[src/design/pip_pkg.sv]
// shared types and constants for the point-in-polygon crossing test
// no dependencies
package pip_pkg;

  // default coordinate width, signed q16.16
  localparam int COORD_BITS_DEF = 32;

  // edge queue between front and back, power of two
  localparam int QUEUE_DEPTH = 4;

  // register stages inside one edge test lane
  localparam int EDGE_LATENCY = 4;

  // per-entry control: polygon boundaries and the class of each edge
  typedef struct packed {
    logic first;
    logic last;
    logic count0;
    logic mul0;
    logic count1;
    logic mul1;
  } entry_ctl_t;

endpackage

[src/design/pip_front.sv]
// front part: vertex intake, polygon state and edge classification
// depends on pip_pkg
module pip_front #(
  parameter int COORD_BITS = pip_pkg::COORD_BITS_DEF
) (
  input  logic                          clk,
  input  logic                          rst,
  input  logic                          vertex_valid,
  output logic                          vertex_ready,
  input  logic signed [COORD_BITS-1:0]  vertex_x,
  input  logic signed [COORD_BITS-1:0]  vertex_y,
  input  logic signed [COORD_BITS-1:0]  point_x,
  input  logic signed [COORD_BITS-1:0]  point_y,
  input  logic                          is_last,
  input  logic                          queue_full,
  output logic                          push,
  output pip_pkg::entry_ctl_t           push_ctl,
  output logic [10*COORD_BITS-1:0]      push_data
);
  import pip_pkg::*;

  logic                          expect_first;
  logic signed [COORD_BITS-1:0]  first_vx;
  logic signed [COORD_BITS-1:0]  first_vy;
  logic signed [COORD_BITS-1:0]  prev_vx;
  logic signed [COORD_BITS-1:0]  prev_vy;
  logic signed [COORD_BITS-1:0]  held_px;
  logic signed [COORD_BITS-1:0]  held_py;

  logic                          accept;
  logic signed [COORD_BITS-1:0]  cur_px;
  logic signed [COORD_BITS-1:0]  cur_py;
  logic signed [COORD_BITS-1:0]  close_x;
  logic signed [COORD_BITS-1:0]  close_y;
  logic [1:0]                    flags0;
  logic [1:0]                    flags1;
  logic [4*COORD_BITS-1:0]       edge0;
  logic [4*COORD_BITS-1:0]       edge1;

  // {count at once, needs exact test}
  function automatic logic [1:0] edge_flags(
    input logic signed [COORD_BITS-1:0] x0,
    input logic signed [COORD_BITS-1:0] y0,
    input logic signed [COORD_BITS-1:0] x1,
    input logic signed [COORD_BITS-1:0] y1,
    input logic signed [COORD_BITS-1:0] px,
    input logic signed [COORD_BITS-1:0] py
  );
    logic span;
    logic flat;
    logic right_of_both;
    span = ((y0 <= py) && (py <= y1)) || ((y1 <= py) && (py <= y0));
    flat = (py == y0) && (py == y1);
    right_of_both = (px >= x0) && (px >= x1);
    return {span && !flat && right_of_both, span && !flat && !right_of_both};
  endfunction

  // lower end first
  function automatic logic [4*COORD_BITS-1:0] order_edge(
    input logic signed [COORD_BITS-1:0] x0,
    input logic signed [COORD_BITS-1:0] y0,
    input logic signed [COORD_BITS-1:0] x1,
    input logic signed [COORD_BITS-1:0] y1
  );
    if (y1 < y0) begin
      return {x1, y1, x0, y0};
    end
    return {x0, y0, x1, y1};
  endfunction

  assign vertex_ready = !queue_full;
  assign accept       = vertex_valid && vertex_ready;

  assign cur_px  = expect_first ? point_x  : held_px;
  assign cur_py  = expect_first ? point_y  : held_py;
  assign close_x = expect_first ? vertex_x : first_vx;
  assign close_y = expect_first ? vertex_y : first_vy;

  assign flags0 = edge_flags(prev_vx, prev_vy, vertex_x, vertex_y, cur_px, cur_py);
  assign flags1 = edge_flags(vertex_x, vertex_y, close_x, close_y, cur_px, cur_py);
  assign edge0  = order_edge(prev_vx, prev_vy, vertex_x, vertex_y);
  assign edge1  = order_edge(vertex_x, vertex_y, close_x, close_y);

  always_comb begin
    push_ctl.first  = expect_first;
    push_ctl.last   = is_last;
    push_ctl.count0 = !expect_first && flags0[1];
    push_ctl.mul0   = !expect_first && flags0[0];
    push_ctl.count1 = is_last && flags1[1];
    push_ctl.mul1   = is_last && flags1[0];
  end

  assign push      = accept;
  assign push_data = {cur_px, cur_py, edge0, edge1};

  always_ff @(posedge clk) begin
    if (rst) begin
      expect_first <= 1'b1;
    end else if (accept) begin
      expect_first <= is_last;
    end
  end

  always_ff @(posedge clk) begin
    if (accept) begin
      if (expect_first) begin
        first_vx <= vertex_x;
        first_vy <= vertex_y;
        held_px  <= point_x;
        held_py  <= point_y;
      end
      prev_vx <= vertex_x;
      prev_vy <= vertex_y;
    end
  end

`ifndef SYNTHESIS
  // a closing vertex always rearms the capture of the next polygon
  assert property (@(posedge clk) disable iff (rst)
    (accept && is_last) |=> expect_first)
    else $error("front did not rearm after closing vertex");
`endif

endmodule

[config.mk]
export PLATFORM = sky130hd
export DESIGN_NAME = pip_front
export DESIGN_NICKNAME = d
export VERILOG_FILES = /design/src/design/pip_pkg.sv /design/src/design/pip_front.sv
export SDC_FILE = /design/constraint.sdc
export NUM_CORES = 1
export LEC_CHECK = 0
export BUFFER_PORTS_ARGS = -buffer_cell sky130_fd_sc_hd__buf_2
export CORE_MARGIN = 2
export CORE_UTILIZATION = 45
export CTS_CLUSTER_DIAMETER = 60
export DETAILED_ROUTE_END_ITERATION = 10
export GPL_TIMING_DRIVEN = 1
export PLACE_DENSITY = 0.8
export SYNTH_ARGS = -nofsm -noshare
export SYNTH_HDL_FRONTEND = slang
export SYNTH_SLANG_ARGS = --single-unit
[constraint.sdc]
create_clock -name clk -period 24.1 [get_ports clk]
set_input_delay 2.41 -clock clk [delete_from_list [all_inputs] [get_ports clk]]
set_output_delay 2.41 -clock clk [all_outputs]
set_load 0.01 [all_outputs]
==> qor.txt <==
pwr dens: 61.38 nW/um^2
Num CTS Buffers: 17
hold_buf cts: 0
startpoint types: primary input
Tmin final: 9039 ps
Die Y: 194.8 um
flops & latches, synth: 193
HP Class: register to register
post_cts resized: 0
worst r2r src: expect_first$_SDFFE_PP1P_
met2 wire len: 24460 um
critical path arrival: 6630 ps
die area: 37930 sq um
status: finished clean
asr flop ratio synth: 0
Clock Tree Root: clkbuf_16
maximum vdd drop: 0.05453 mV
Area Overhead vs Synth: 20.42%
top sig layer: met5
P_leak: 0.009837 uW
Slew Limit Headroom: 0.2801
endpoint class of the critical path: output pin
Core ar.: 35740 sq um
endpoints failing setup: 0
clk_skew: 9.304 ps
largest area contributor in the synthesized netlist: edfxtp_1
# nets final: 2309
Remaining DRCs: 0
RSZ-0062 raised after global routing: false
postcts setup bufs: 0
Synth area leaders: edfxtp_1 (35%), ha_1 (19%), mux2i_1 (14%)
RR Endpoint: held_px[0]$_DFFE_PP_
Placer Congestion: 0.9804
Hold Path Depth: 1
Die X-Extent: 194.8 um
Synth Net Count: 1866
vias in the first global route: 13650
DP Area: 19110 sq um
DR WL/cell: 20.76 um
initial DRC count: 787
met1 wire length: 20410 um
Final Cell Area: 19720 sq um
Mapped Area: 16380 sq um
worst-path fanout max: 69
top cells by count, synth: ha_1 (254), mux2i_1 (222), inv_1 (193)
layout cells sized above 1: 0.3307
Sink Count: 193
first-pass iteration count of the detailed router: 5
largest net degree at the start of global routing: 76
Worst R2R Path Depth: 3
critical path type: primary input to output pin
worst skew pair latency: 460 ps
crit path launch: vertex_y[5]
Initial Util: 0.4582
Max Slew Vio Count: 0
Clock Path Buffers: 2
Seq/Total Area, Yosys: 0.3533
port bufs: 460
hpwl dp: 39810 um
Max Freq: 0.1106 GHz
Ys Warns: 0
Synth top area share: 0.3521
Final TNS setup: 0 ps
WL final: 49850 um
Final Cycle Share: 0.3751
WHS Endpoint: first_vx[31]$_DFFE_PP_
vias after detailed routing: 13810
DR vias/cell: 5.752
final hold violations: 0
synth unique cells: 53
Max H-tree Level: 4
Mean Syn Cell Area: 11.07 sq um
Reg clk slew, reported paths: 70 ps
post-route ant nets: 0
GR Util All Layers: 0.2573
CP required: 21690 ps
num rows: 69
reg2reg setup slack: 21360 ps
Post-synth top flop: edfxtp_1
# IOs: 461
most numerous cell in the Yosys netlist: ha_1
Worst Max-Slew Pin Slew: 1080 ps
WL met3: 3124 um
GRT Residual Overflow: 0
first-pass GRT wire length: 76050 um
fin util: 0.5517
hold_sp: first_vx[31]$_DFFE_PP_
Hold WS: 572.1 ps
EDFF count, synth: 192
cells after synthesis: 1479
CTS tree: built
initial antenna violation count: 5
maxcap violations: 0
-- sequential cells by signal, summed over array words and instances, names as in the netlist --
name	count
prev_vy	32
expect_first	1
held_py	32
prev_vx	32
first_vy	32
held_px	32
first_vx	32
-- per-stage QoR --
stage / total power, uW / std cells / setup slack, ps
2_1_floorplan: 742.8 / 1479 / 10590
3_3_place_gp: 902.2 / 2364 / 15240
3_5_place_dp: 916.2 / 2364 / 15080
4_1_cts: 1214 / 2396 / 15090
5_1_grt: 1270 / 2400 / 14900
6_report: 1210 / 2401 / 15060
-- cells in the final DEF (no fill, tap or decap), types with 7 or more instances in the layout --
cell,count
mux2i_1,222
a211oi_1,11
nand4_1,47
mux2_2,135
ha_1,254
nand3_1,20
o21a_1,7
edfxtp_1,192
o211ai_1,9
a21oi_1,89
a21o_1,29
buf_2,460
mux2_1,30
nor2b_1,12
nand2b_1,8
o21ai_0,34
nand2_1,43
clkbuf_16,17
inv_1,193
nor2_1,24
nor3_1,8
buf_4,8
nor4_1,10
-- worst max-delay path, stage by stage --
cell	delay, ps
buf_2	130
ha_1	310
a21o_1	180
a21o_1	160
a21oi_1	140
o31ai_1	150
a211o_1	370
a211oi_1	520
mux2_8	740
buf_4	830
mux2_2	410
buf_2	140
-- per-layer routing --
layer | up-vias | track usage
met2 | 573 | 0.4516
li1 | 6450 | -
met5 | - | 0
met4 | 2 | 0.1134
met1 | 6678 | 0.3078
met3 | 108 | 0.04685
-- power by group --
| part | switching (uW) | leakage [uW] | internal (uW) |
|---|---|---|---|
| clock network | 134 | 0.000284 | 163 |
| logic | 296 | 0.00774 | 218 |
| registers | 6.67 | 0.00181 | 393 |
-- cells by family (layout without fill, tap and decap cells) --
| family | after synthesis | in the layout | synth area share |
|---|---|---|---|
| AOI/OAI and AO/OA | 213 | 213 | 0.08091 |
| xor gates and xnor gates | 2 | 2 | 0.001070 |
| adders and majority gates | 254 | 254 | 0.1941 |
| buffers and inverters | 237 | 693 | 0.05853 |
| DFF | 193 | 193 | 0.3533 |
| muxes | 388 | 388 | 0.2498 |
| other | 0 | 5 | 0 |
| and+or+nand+nor | 192 | 192 | 0.06227 |
-- how the worst max path moves through the flow --
stage | cells past startpoint | slack, ps | endpoint
finish | 12 | 15060 | push_data[160]
global route | 12 | 14900 | push_data[160]
CTS | 12 | 15090 | push_data[160]
detailed placement | 12 | 15080 | push_data[160]
global placement | 12 | 15240 | push_data[160]
floorplan | 1 | 10590 | push
-- area by class of cell --
class,count,area [sq um]
Clock buffer,19,432.9
Sequential cell,193,5789
Clock inverter,13,158.9
Antenna cell,5,12.51
Tap cell,461,576.8
Timing Repair Buffer,468,2362
Fill cell,3049,16020
Inverter,193,724.4
Multi-Input combinational cell,1049,9662
Power figures use the tool's default switching activity.
