$ cat config.mk
export PLATFORM = sky130hd
export DESIGN_NAME = pip_queue
export DESIGN_NICKNAME = d
export VERILOG_FILES = /design/src/design/pip_pkg.sv /design/src/design/pip_queue.sv
export SDC_FILE = /design/constraint.sdc
export NUM_CORES = 1
export LEC_CHECK = 0
export BUFFER_PORTS_ARGS = -buffer_cell sky130_fd_sc_hd__buf_2
export CAP_MARGIN = 20
export CORE_ASPECT_RATIO = 0.5
export CORE_MARGIN = 8
export CORE_UTILIZATION = 47
export DETAILED_ROUTE_END_ITERATION = 10
export PLACE_DENSITY = 0.67
export SYNTH_ARGS = -nofsm -noshare
export SYNTH_HDL_FRONTEND = slang
export SYNTH_SLANG_ARGS = --single-unit
$ cat constraint.sdc
create_clock -name clk -period 9.8 [get_ports clk]
set_input_delay 0.98 -clock clk [delete_from_list [all_inputs] [get_ports clk]]
set_output_delay 0.98 -clock clk [all_outputs]
set_load 0.02 [all_outputs]
$ cat src/design/pip_pkg.sv
// shared types and constants for the point-in-polygon crossing test
// no dependencies
package pip_pkg;

  // default coordinate width, signed q16.16
  localparam int COORD_BITS_DEF = 32;

  // edge queue between front and back, power of two
  localparam int QUEUE_DEPTH = 4;

  // register stages inside one edge test lane
  localparam int EDGE_LATENCY = 4;

  // per-entry control: polygon boundaries and the class of each edge
  typedef struct packed {
    logic first;
    logic last;
    logic count0;
    logic mul0;
    logic count1;
    logic mul1;
  } entry_ctl_t;

endpackage

$ cat src/design/pip_queue.sv
// short edge queue between front and back parts
// depends on pip_pkg
module pip_queue #(
  parameter int WIDTH = 10 * pip_pkg::COORD_BITS_DEF
) (
  input  logic                 clk,
  input  logic                 rst,
  input  logic                 push,
  input  pip_pkg::entry_ctl_t  push_ctl,
  input  logic [WIDTH-1:0]     push_data,
  output logic                 full,
  input  logic                 pop,
  output logic                 head_valid,
  output pip_pkg::entry_ctl_t  head_ctl,
  output logic [WIDTH-1:0]     head_data
);
  import pip_pkg::*;

  localparam int PTR_BITS = $clog2(QUEUE_DEPTH);
  localparam int CNT_BITS = $clog2(QUEUE_DEPTH + 1);

  entry_ctl_t          ctl_mem  [QUEUE_DEPTH];
  logic [WIDTH-1:0]    data_mem [QUEUE_DEPTH];
  logic [PTR_BITS-1:0] wr_ptr;
  logic [PTR_BITS-1:0] rd_ptr;
  logic [CNT_BITS-1:0] count;

  assign full       = (count == CNT_BITS'(QUEUE_DEPTH));
  assign head_valid = (count != '0);
  assign head_ctl   = ctl_mem[rd_ptr];
  assign head_data  = data_mem[rd_ptr];

  always_ff @(posedge clk) begin
    if (rst) begin
      wr_ptr <= '0;
      rd_ptr <= '0;
      count  <= '0;
    end else begin
      if (push) begin
        wr_ptr <= wr_ptr + 1'b1;
      end
      if (pop) begin
        rd_ptr <= rd_ptr + 1'b1;
      end
      case ({push, pop})
        2'b10:   count <= count + 1'b1;
        2'b01:   count <= count - 1'b1;
        default: count <= count;
      endcase
    end
  end

  always_ff @(posedge clk) begin
    if (push) begin
      ctl_mem[wr_ptr]  <= push_ctl;
      data_mem[wr_ptr] <= push_data;
    end
  end

`ifndef SYNTHESIS
  // no write into a full queue, no read from an empty one
  assert property (@(posedge clk) disable iff (rst)
    !(push && full) && !(pop && !head_valid))
    else $error("edge queue overflow or underflow");
`endif

endmodule

==> results of run 1 <==
==> sequential cells by signal (all words and copies together) (netlist names), named ones only <==
register / flops
rd_ptr: 2
wr_ptr: 2
ctl_mem: 24
count: 3
data_mem: 1280
==> critical path, stage by stage, from the launching register on <==
cell     delay (ns)
dfxtp_4        0.97
buf_12         0.62
mux4_2         0.64
buf_2          0.19
==> per-stage QoR <==
step                      worst slack, ns  hold slack (ns)    util  total power, uW  instance area, um2
after floorplan                    0.7458           0.4619       -             7549               47380
after global placement              6.017           0.4838  0.5217             8005               52180
after detailed placement            6.037           0.5163  0.5217             8028               52180
after CTS                           5.224           0.4075  0.5573            12350               55750
after global routing                5.112           0.4198  0.5577            12630               55790
final                               5.459           0.4732  0.5579            12220               55810
==> area by class of cell <==
cell class,instances,share of cell area
multi-input cells,357,0.1358
clock inverters,77,0.01376
flip-flops and latches,1313,0.7050
clock buffers,127,0.05008
inverters,6,0.0004035
diodes,26,0.001166
repair buffers,679,0.06367
well taps,1344,0.03013
==> per-layer routing <==
layer  track usage  wire length [um]  vias up
met5             0                37        -
met4       0.07217              3841        6
met3       0.03243              4047      198
met2        0.3453             60120      510
met1        0.2011             36740    11240
li1              -                 -     9100
==> cell families (layout without fill, tap and decap cells) <==
kind of cell               Yosys count  count (layout)  share of synthesized area
buffers and inverters               79             889                   0.009982
DFF                               1313            1313                     0.8302
and+or+nand+nor                     16              16                   0.001637
other                                0              26                          0
xor gates and xnor gates             5               5                  0.0009244
muxes                              327             327                     0.1552
adders and majority gates            6               6                   0.001743
AOI/OAI and AO/OA                    3               3                  0.0003168
==> cells in the mapped netlist <==
cell type	n	area (um2)
a21oi_1	2	10.01
and2_1	4	25.02
and3_1	1	6.260
buf_1	4	15.01
buf_2	45	225.2
buf_6	16	180.2
clkbuf_1	8	30.03
dfxtp_1	9	180.2
edfxtp_1	1304	39160
fa_1	1	20.02
ha_1	5	62.56
inv_1	6	22.52
mux2i_1	1	10.01
mux4_2	326	7342
nand2_1	1	3.750
nor2_1	8	30.03
o21ai_0	1	5.000
or3_1	2	12.51
xnor2_1	2	17.52
xor2_1	3	26.28
==> placed cells by master, fill, tap and decap left out, types with 3 or more instances in the layout <==
cell        netlist  layout
and2_4            0       4
buf_12            0       8
buf_2            45     657
buf_4             0      14
bufinv_16         0      11
clkbuf_1          8      18
clkbuf_16         0     109
clkinv_1          0      27
clkinv_16         0       4
clkinv_2          0      22
clkinvlp_4        0       6
dfxtp_1           9       7
diode_2           0      26
edfxtp_1       1304    1304
ha_1              5       5
inv_1             6       6
inv_6             0       5
mux4_2          326     326
nor2_1            8       8
xor2_1            3       3
==> power breakdown <==
group / switching, uW / leakage (uW) / internal (uW)
Combinational: 832 / 0.00464 / 508
Sequential: 71.3 / 0.0121 / 6460
Clock: 1990 / 0.00173 / 2350
Total: 2900 / 0.0184 / 9320
==> path summary, 6_finish.rpt <==
path,start,end,slack [ns],cells after the start
worst max-delay path,flop,head_data[204],5.46,3
worst min-delay path,push_data[62],data_mem[1][62],0.47,1
worst max register to register,wr_ptr[0],data_mem[2][252],6.63,5
worst min register to register,count[2],count[2],0.53,2
==> impl_metrics.tcl, run 1 <==
set metrics [dict create \
    routabilityCongestion 0.7912 \
    antenna_found_initial 41 \
    cp-start-kind "flop" \
    dp.cells 3699 \
    num_rows 82 \
    drtAntennaViolNets 0 \
    finalHoldViolations 0 \
    irDropWorstVdd_mv 0.1737 \
    powerDensity_nw_per_um2 218.9 \
    wl_per_cell_um 26.67 \
    io_buffer_count 657 \
    synth.distinct_cells 20 \
    max_cap_viol_count 0 \
    multi_input_area_um2 7581 \
    synth_area_um2 47380 \
    cts.repair.resized 0 \
    ios 658 \
    grt_pass1_vias 22030 \
    grt_pass1_wl_um 149500 \
    setup_viol 0 \
    clkTransAtPathRegs_ns 0.07 \
    cts_max_path_buffers 3 \
    area_growth_pct 17.79 \
    die_w_um 465.0 \
    synth_warnings 0 \
    yosys_register_bits 1313 \
    required_ns 8.82 \
    fillers 7377 \
    cts_buffers 109 \
    layoutNonFillerInstCount 3929 \
    clk-insertion-delay-late_ns 0.71 \
    fin_tns_setup_ns 0 \
    crit_path_end_kind "output port" \
    grtUsageTotal 0.1808 \
    drtIter0Drc 1447 \
    syn_nets 2085 \
    ff_latch_area_um2 39350 \
    start_util 0.4737 \
    cts_root_buf "clkbuf_16" \
    final.min_clock_period_ns 4.341 \
    relSlewSlack 0.2539 \
    cts_hold_buf 0 \
    synth_cells 1749 \
    dieHeight_um 240.5 \
    num-nets-final 2802 \
    drive_gt1_frac 0.4572 \
    vias 21060 \
    fmax_mhz 230.4 \
    coreArea_um2 100000 \
    dp_hpwl_um 65380 \
    first_pass_iters 7 \
    grt.overflow.total 0 \
    finalMaxSlewViolations 0 \
    cp.arrival_ns 3.36 \
    h-tree-depth 3 \
    critical_path_class "flop to output port" \
    crit_fanout 93 \
    leakagePower_uw 0.01842 \
    status "complete, no violations" \
    synth.avg_cell_area_um2 27.09 \
    clock_skew_ns 0.03203 \
    rsz0062_at_grt "false" \
    post_cts_buffers 0 \
    cts_tree "built" \
    drc_errors 0 \
    timing.final.crit_share 0.4429 \
    worst_pin_slew_ns 1.119 \
    hold_class "primary input to flop" \
    grt_max_degree 152 \
    synth_seq_area_share 0.8302 \
    cts.sinks 1313 \
    wl_um 104800 \
    viasPerCell 5.359 \
    die-area_um2 111800 \
]
No activity file was read; power rests on OpenSTA's default activity.
==> run 2, diff against run 1 <==
==> constraint.sdc (replaced) <==
create_clock -name clk -period 4.35 [get_ports clk]
set_input_delay 0.435 -clock clk [delete_from_list [all_inputs] [get_ports clk]]
set_output_delay 0.435 -clock clk [all_outputs]
set_load 0.02 [all_outputs]
==> run 2 against run 1 <==
  * Non-clock buffer count up 349
  * Critical path type unchanged
  * Largest power group unchanged
  * Register-to-register slack lost 4.5 ns
  * First-iteration DRC count increased by 11%
==> impl_metrics.tcl, run 2 (synthesis results as in run 1) <==
set metrics [dict create \
    max_cap_viol_count 0 \
    powerDensity_nw_per_um2 469.1 \
    final.min_clock_period_ns 3.230 \
    rsz0062_at_grt "false" \
    grt_max_degree 87 \
    ff2ff_path_depth 3 \
    dieHeight_um 240.5 \
    io_buffer_count 657 \
    area_growth_pct 25.65 \
    holdPathStages 3 \
    regMostFlops "data_mem" \
    cts.repair.resized 0 \
    worst_slack_ns 1.120 \
    p_clk_frac 0.353 \
    setup_viol 0 \
    netSwitchingPower_uw 6601 \
    fin_area_um2 59530 \
    crit_path_end_kind "output port" \
    clock_skew_ns 0.02431 \
    wl_um 107500 \
    crit_chain "buf_4 -> mux4_2 -> buf_2" \
    post_cts_buffers 0 \
    cts.sinks 1313 \
    grt.overflow.total 0 \
    fillers 7040 \
    num_rows 82 \
    path_depth 3 \
    die-area_um2 111800 \
    vias 22470 \
    dp_hpwl_um 67840 \
    finalHoldViolations 0 \
    antenna_found_initial 10 \
    worst_pin_slew_ns 0.8854 \
    p_seq_frac 0.526 \
    internal-power_uw 21330 \
    finalMaxSlewViolations 0 \
    mostFrequentLayoutCells "edfxtp_1, buf_2, dlygate4sd3_1" \
    grtUsageTotal 0.1879 \
    crit_fanout 32 \
    wl_per_cell_um 25.21 \
    grt_pass1_wl_um 157200 \
    num-nets-final 3151 \
    cp.arrival_ns 2.80 \
    holdWs_ns 0.08012 \
    cts_buffers 109 \
    grt_pass1_vias 24230 \
    path_buf_inv 2 \
    cts_hold_buf 329 \
    h-tree-depth 3 \
    swShare 0.2363 \
    slowest_stage "dfxtp_4" \
    relSlewSlack 0.4097 \
    first_pass_iters 5 \
    cts_root_buf "clkbuf_16" \
    largest_reg_flops 1280 \
    hold_class "primary input to flop" \
    fmax_mhz 309.6 \
    die_w_um 465.0 \
    pre_cts_slack_ns 1.806 \
    clk-insertion-delay-late_ns 0.71 \
    leakagePower_uw 0.01999 \
    critical_path_class "flop to output port" \
    final_common_cell "edfxtp_1" \
    status "complete, no violations" \
    drtAntennaViolNets 0 \
    critPathMaxStageDelay_ns 0.64 \
    crit_family "buffers and inverters" \
    clkTransAtPathRegs_ns 0.06 \
    timing.final.crit_share 0.7425 \
    largestRegisters "data_mem (1280), ctl_mem (24), count (3)" \
    routabilityCongestion 0.7583 \
    drc_errors 0 \
    coreArea_um2 100000 \
    start_util 0.4737 \
    required_ns 3.91 \
    cts_max_path_buffers 3 \
    drtIter0Drc 1607 \
    viasPerCell 5.269 \
    place_area_um2 52580 \
    ios 658 \
    cp-start-kind "flop" \
    final_core_util 0.5951 \
    cts_tree "built" \
    comb_power_share 0.121 \
    fin_tns_setup_ns 0 \
    drive_gt1_frac 0.4131 \
    irDropWorstVdd_mv 0.3832 \
]
run 2: area by class of cell:
| type | instances | area (um2) | area share |
|---|---|---|---|
| Sequential cell | 1313 | 39350 | 0.6609 |
| Multi-Input combinational cell | 357 | 7581 | 0.1273 |
| Timing Repair Buffer | 1028 | 7247 | 0.1217 |
| Clock buffer | 131 | 2914 | 0.04895 |
| Tap cell | 1344 | 1682 | 0.02825 |
| Clock inverter | 72 | 706.9 | 0.01187 |
| Antenna cell | 14 | 35.03 | 0.0005885 |
| Inverter | 6 | 22.52 | 0.0003783 |
run 2: per-stage QoR:
step / instances / power, uW
3_3_place_gp: 3719 / 18080
2_1_floorplan: 1749 / 16850
5_1_grt: 4260 / 28860
3_5_place_dp: 3719 / 18140
4_1_cts: 4251 / 28240
6_report: 4265 / 27930
run 2: per-layer routing:
layer	GRT usage	up-vias	share of wire
li1	-	9798	-
met1	0.2093	11890	0.35
met3	0.03558	198	0.041
met2	0.3551	589	0.57
met5	0	-	0
met4	0.07850	0	0.042
run 2: final timing paths:
path / slack, ns / endpoint / from
worst max-delay path: 1.12 / head_data[152] / flop
worst min register to register: 0.52 / count[2] / count[2]
worst min-delay path: 0.08 / wr_ptr[0] / push
worst max register to register: 2.11 / data_mem[3][131] / wr_ptr[0]
run 2: worst reg2reg max path, cell delays in order, from the launching register on:
cell and delay (ns):
dfxtp_1 0.40, ha_1 0.17, and2_4 0.69, buf_4 0.60
run 2: power by group through the flow:
| stage | clock (uW) | combinational (uW) | sequential (uW) |
|---|---|---|---|
| global placement | 0 | 3160 | 14900 |
| detailed placement | 0 | 3180 | 15000 |
| global route | 10600 | 3560 | 14700 |
| CTS | 10100 | 3470 | 14700 |
| floorplan | 0 | 1920 | 14900 |
| finish | 9870 | 3380 | 14700 |
==> run 3, diff against run 2 <==
--- a/config.mk
+++ b/config.mk
@@ -5,6 +5,7 @@
 export SDC_FILE = /design/constraint.sdc
 export NUM_CORES = 1
 export LEC_CHECK = 0
+export ABC_AREA = 1
 export BUFFER_PORTS_ARGS = -buffer_cell sky130_fd_sc_hd__buf_2
 export CAP_MARGIN = 20
 export CORE_ASPECT_RATIO = 0.5
==> constraint.sdc (replaced) <==
create_clock -name clk -period 3.38 [get_ports clk]
set_input_delay 0.338 -clock clk [delete_from_list [all_inputs] [get_ports clk]]
set_output_delay 0.338 -clock clk [all_outputs]
set_load 0.02 [all_outputs]
==> run 3 against run 2 <==
  * Clock-buffer cell count fell by 4
  * Sequential cell count did not move
  * Clock skew barely moved
  * Core utilization fell by 0.71 points
  * Hold slack got worse by 0.012 ns
  * Routed wire length rose by 17%
  * Total power rose by 28%
  * Clock power rose by 29%
  * Critical path depth rose by 2
  * Synthesized cell count rose by 84%
  * Via count rose by 37%
  * Sequential power rose by 28%
  * Critical endpoint is now head_data[143]
==> impl_metrics.tcl, run 3 <==
set metrics [dict create \
    synth_cells 3211 \
    pre_cts_slack_ns 0.9562 \
    ff2ff_path_depth 6 \
    viasPerCell 5.489 \
    cp.arrival_ns 2.79 \
    first_pass_iters 5 \
    fin_area_um2 60330 \
    critPathMaxStageDelay_ns 0.50 \
    timing.final.crit_share 0.9254 \
    finalHoldViolations 0 \
    fmax_mhz 319.7 \
    ios 658 \
    grt_pass1_wl_um 186500 \
    holdWs_ns 0.06827 \
    cts_buffers 110 \
    cts_root_buf "clkbuf_16" \
    dieHeight_um 243.5 \
    synth_top_flop_cell "edfxtp_1" \
    worst_pin_slew_ns 1.045 \
    synth_area_um2 48630 \
    hold_class "primary input to flop" \
    setup_viol 0 \
    leakagePower_uw 0.02093 \
    relSlewSlack 0.3033 \
    dp.cells 5069 \
    critical_path_class "flop to output port" \
    drive_gt1_frac 0.2174 \
    final_core_util 0.5880 \
    grtUsageTotal 0.2087 \
    dp_hpwl_um 74260 \
    vias 30890 \
    coreArea_um2 102600 \
    cts.sinks 1313 \
    crit_chain "inv_16 -> buf_4 -> o21ai_0 -> o22ai_1 -> buf_2" \
    synth.distinct_cells 20 \
    largest_reg_flops 1280 \
    regToRegStartpoint "wr_ptr[1]" \
    cts.repair.resized 0 \
    wl_per_cell_um 22.35 \
    regMostFlops "data_mem" \
    synth.avg_cell_area_um2 15.14 \
    max_cap_viol_count 0 \
    cts_tree "built" \
    yosysMostFrequentCell "edfxtp_1" \
    largestRegisters "data_mem (1280), ctl_mem (24), count (3)" \
    synth-async-reset-ratio 0 \
    place_area_um2 53410 \
    yosys_register_bits 1313 \
    min_to "wr_ptr[0]" \
    start_util 0.4740 \
    irDropWorstVdd_mv 0.5355 \
    slowest_stage "dfxtp_4" \
    final_common_cell "edfxtp_1" \
    rsz0062_at_grt "false" \
    final.min_clock_period_ns 3.128 \
    crit_path_end_kind "output port" \
    rr_endpoint "data_mem[1][128]" \
    io_buffer_count 657 \
    holdPathStages 3 \
    grt.overflow.total 0 \
    synth_area_leaders "edfxtp_1, o21ai_0, nor2_1, o22ai_1, clkbuf_1" \
    clk-insertion-delay-late_ns 0.71 \
    syn_nets 3547 \
    crit_fanout 133 \
    yosysTopAreaCellShare 0.8052 \
    drtAntennaViolNets 0 \
    ff2ff_setup_slack_ns 0.93 \
    routabilityCongestion 0.7893 \
    num_rows 83 \
    wl_um 125800 \
    required_ns 3.04 \
    cts_max_path_buffers 3 \
    die-area_um2 114600 \
    antenna_found_initial 21 \
    area_growth_pct 24.06 \
    num-nets-final 4486 \
    synth_top_cells_by_count "edfxtp_1, o21ai_0, nor2_1, o22ai_1, clkbuf_1" \
    hp-start "push" \
    drtIter0Drc 2373 \
    synth_top_area_cell "edfxtp_1" \
    h-tree-depth 3 \
    cp-start-kind "flop" \
    finalMaxSlewViolations 0 \
    worst_slack_ns 0.2520 \
    powerDensity_nw_per_um2 590.8 \
    mostFrequentLayoutCells "edfxtp_1, o21ai_0, buf_2" \
    clock_skew_ns 0.02391 \
    drc_errors 0 \
    clkTransAtPathRegs_ns 0.07 \
    status "complete, no violations" \
    die_w_um 470.9 \
    layoutNonFillerInstCount 5627 \
    synth_seq_area_share 0.8089 \
    grt_max_degree 153 \
    grt_pass1_vias 30810 \
    synth_warnings 0 \
    post_cts_buffers 0 \
    synth_edf_count 1304 \
]
-- run 3: cell count changes after synthesis, sizes merged, moves of 2 or more --
cell    before  now
a21oi        2    5
and2         4    0
clkbuf       8  151
inv          6   18
mux4       326    0
nand2        1    9
nand3        0    2
nor2         8  655
o21ai        1  658
o22ai        0  326
or3          2    0
xnor2        2    0
xor2         3    0
-- run 3: worst max-delay path by stage --
| stage | to | startpoint | depth (start not counted) | slack [ns] |
|---|---|---|---|---|
| 2_1_floorplan | ctl_mem[0][0] | wr_ptr[0] | 4 | -2.51 |
| 3_3_place_gp | data_mem[1][125] | wr_ptr[1] | 6 | 0.96 |
| 3_5_place_dp | data_mem[1][122] | wr_ptr[1] | 6 | 0.96 |
| 4_1_cts | head_data[109] | flop | 4 | 0.19 |
| 5_1_grt | head_data[117] | flop | 4 | 0.12 |
| 6_report | head_data[143] | flop | 5 | 0.25 |
-- run 3: stage by stage --
| step | power, uW | setup TNS (ns) |
|---|---|---|
| finish | 35640 | 0 |
| detailed placement | 22960 | 0 |
| CTS | 35900 | 0 |
| global placement | 22860 | 0 |
| floorplan | 21370 | -3256.07 |
| global route | 36800 | 0 |
-- run 3: worst max-delay path: cells and delay by family (launching register included) --
family          cells  cell delay, ns
compound gates      2            0.38
buf+inv             3            1.06
flops               1            0.50
-- run 3: where the power goes --
part	switching [uW]	total, uW	internal [uW]
Sequential	155	18800	18600
Combinational	2840	4130	1300
Clock	5720	12700	7010
-- run 3: logic make-up (layout without fill, tap and decap cells) --
kind of cell	Yosys count	in the layout	synth area share
flip-flops	1313	1313	0.8089
AO/OA/AOI/OAI	989	989	0.1140
AND/OR/NAND/NOR	668	668	0.05169
buffers and inverters	235	1266	0.02365
adder cells (fa/ha/maj)	6	6	0.001698
other	0	25	0
-- run 3: layout make-up --
class                   instances  area [um2]
diodes                         25       62.56
clock buffers                 127        2838
clock inverters                77       725.7
fillers                      7754       42270
inverters                      18       106.4
multi-input cells            1663        8157
flip-flops and latches       1313       39350
well taps                    1360        1702
repair buffers               1044        7392
-- run 3: repair_timing --
item | in CTS | in global routing
hold buffers | 329 | 0
endpoints found under the setup margin | 0 | 0
endpoints found under the hold margin | 1313 | 0
-- run 3: routing by layer --
layer	global-route usage	share of wire
met2	0.3709	0.53
met3	0.03545	0.048
met4	0.1210	0.062
met1	0.2391	0.36
met5	0	0
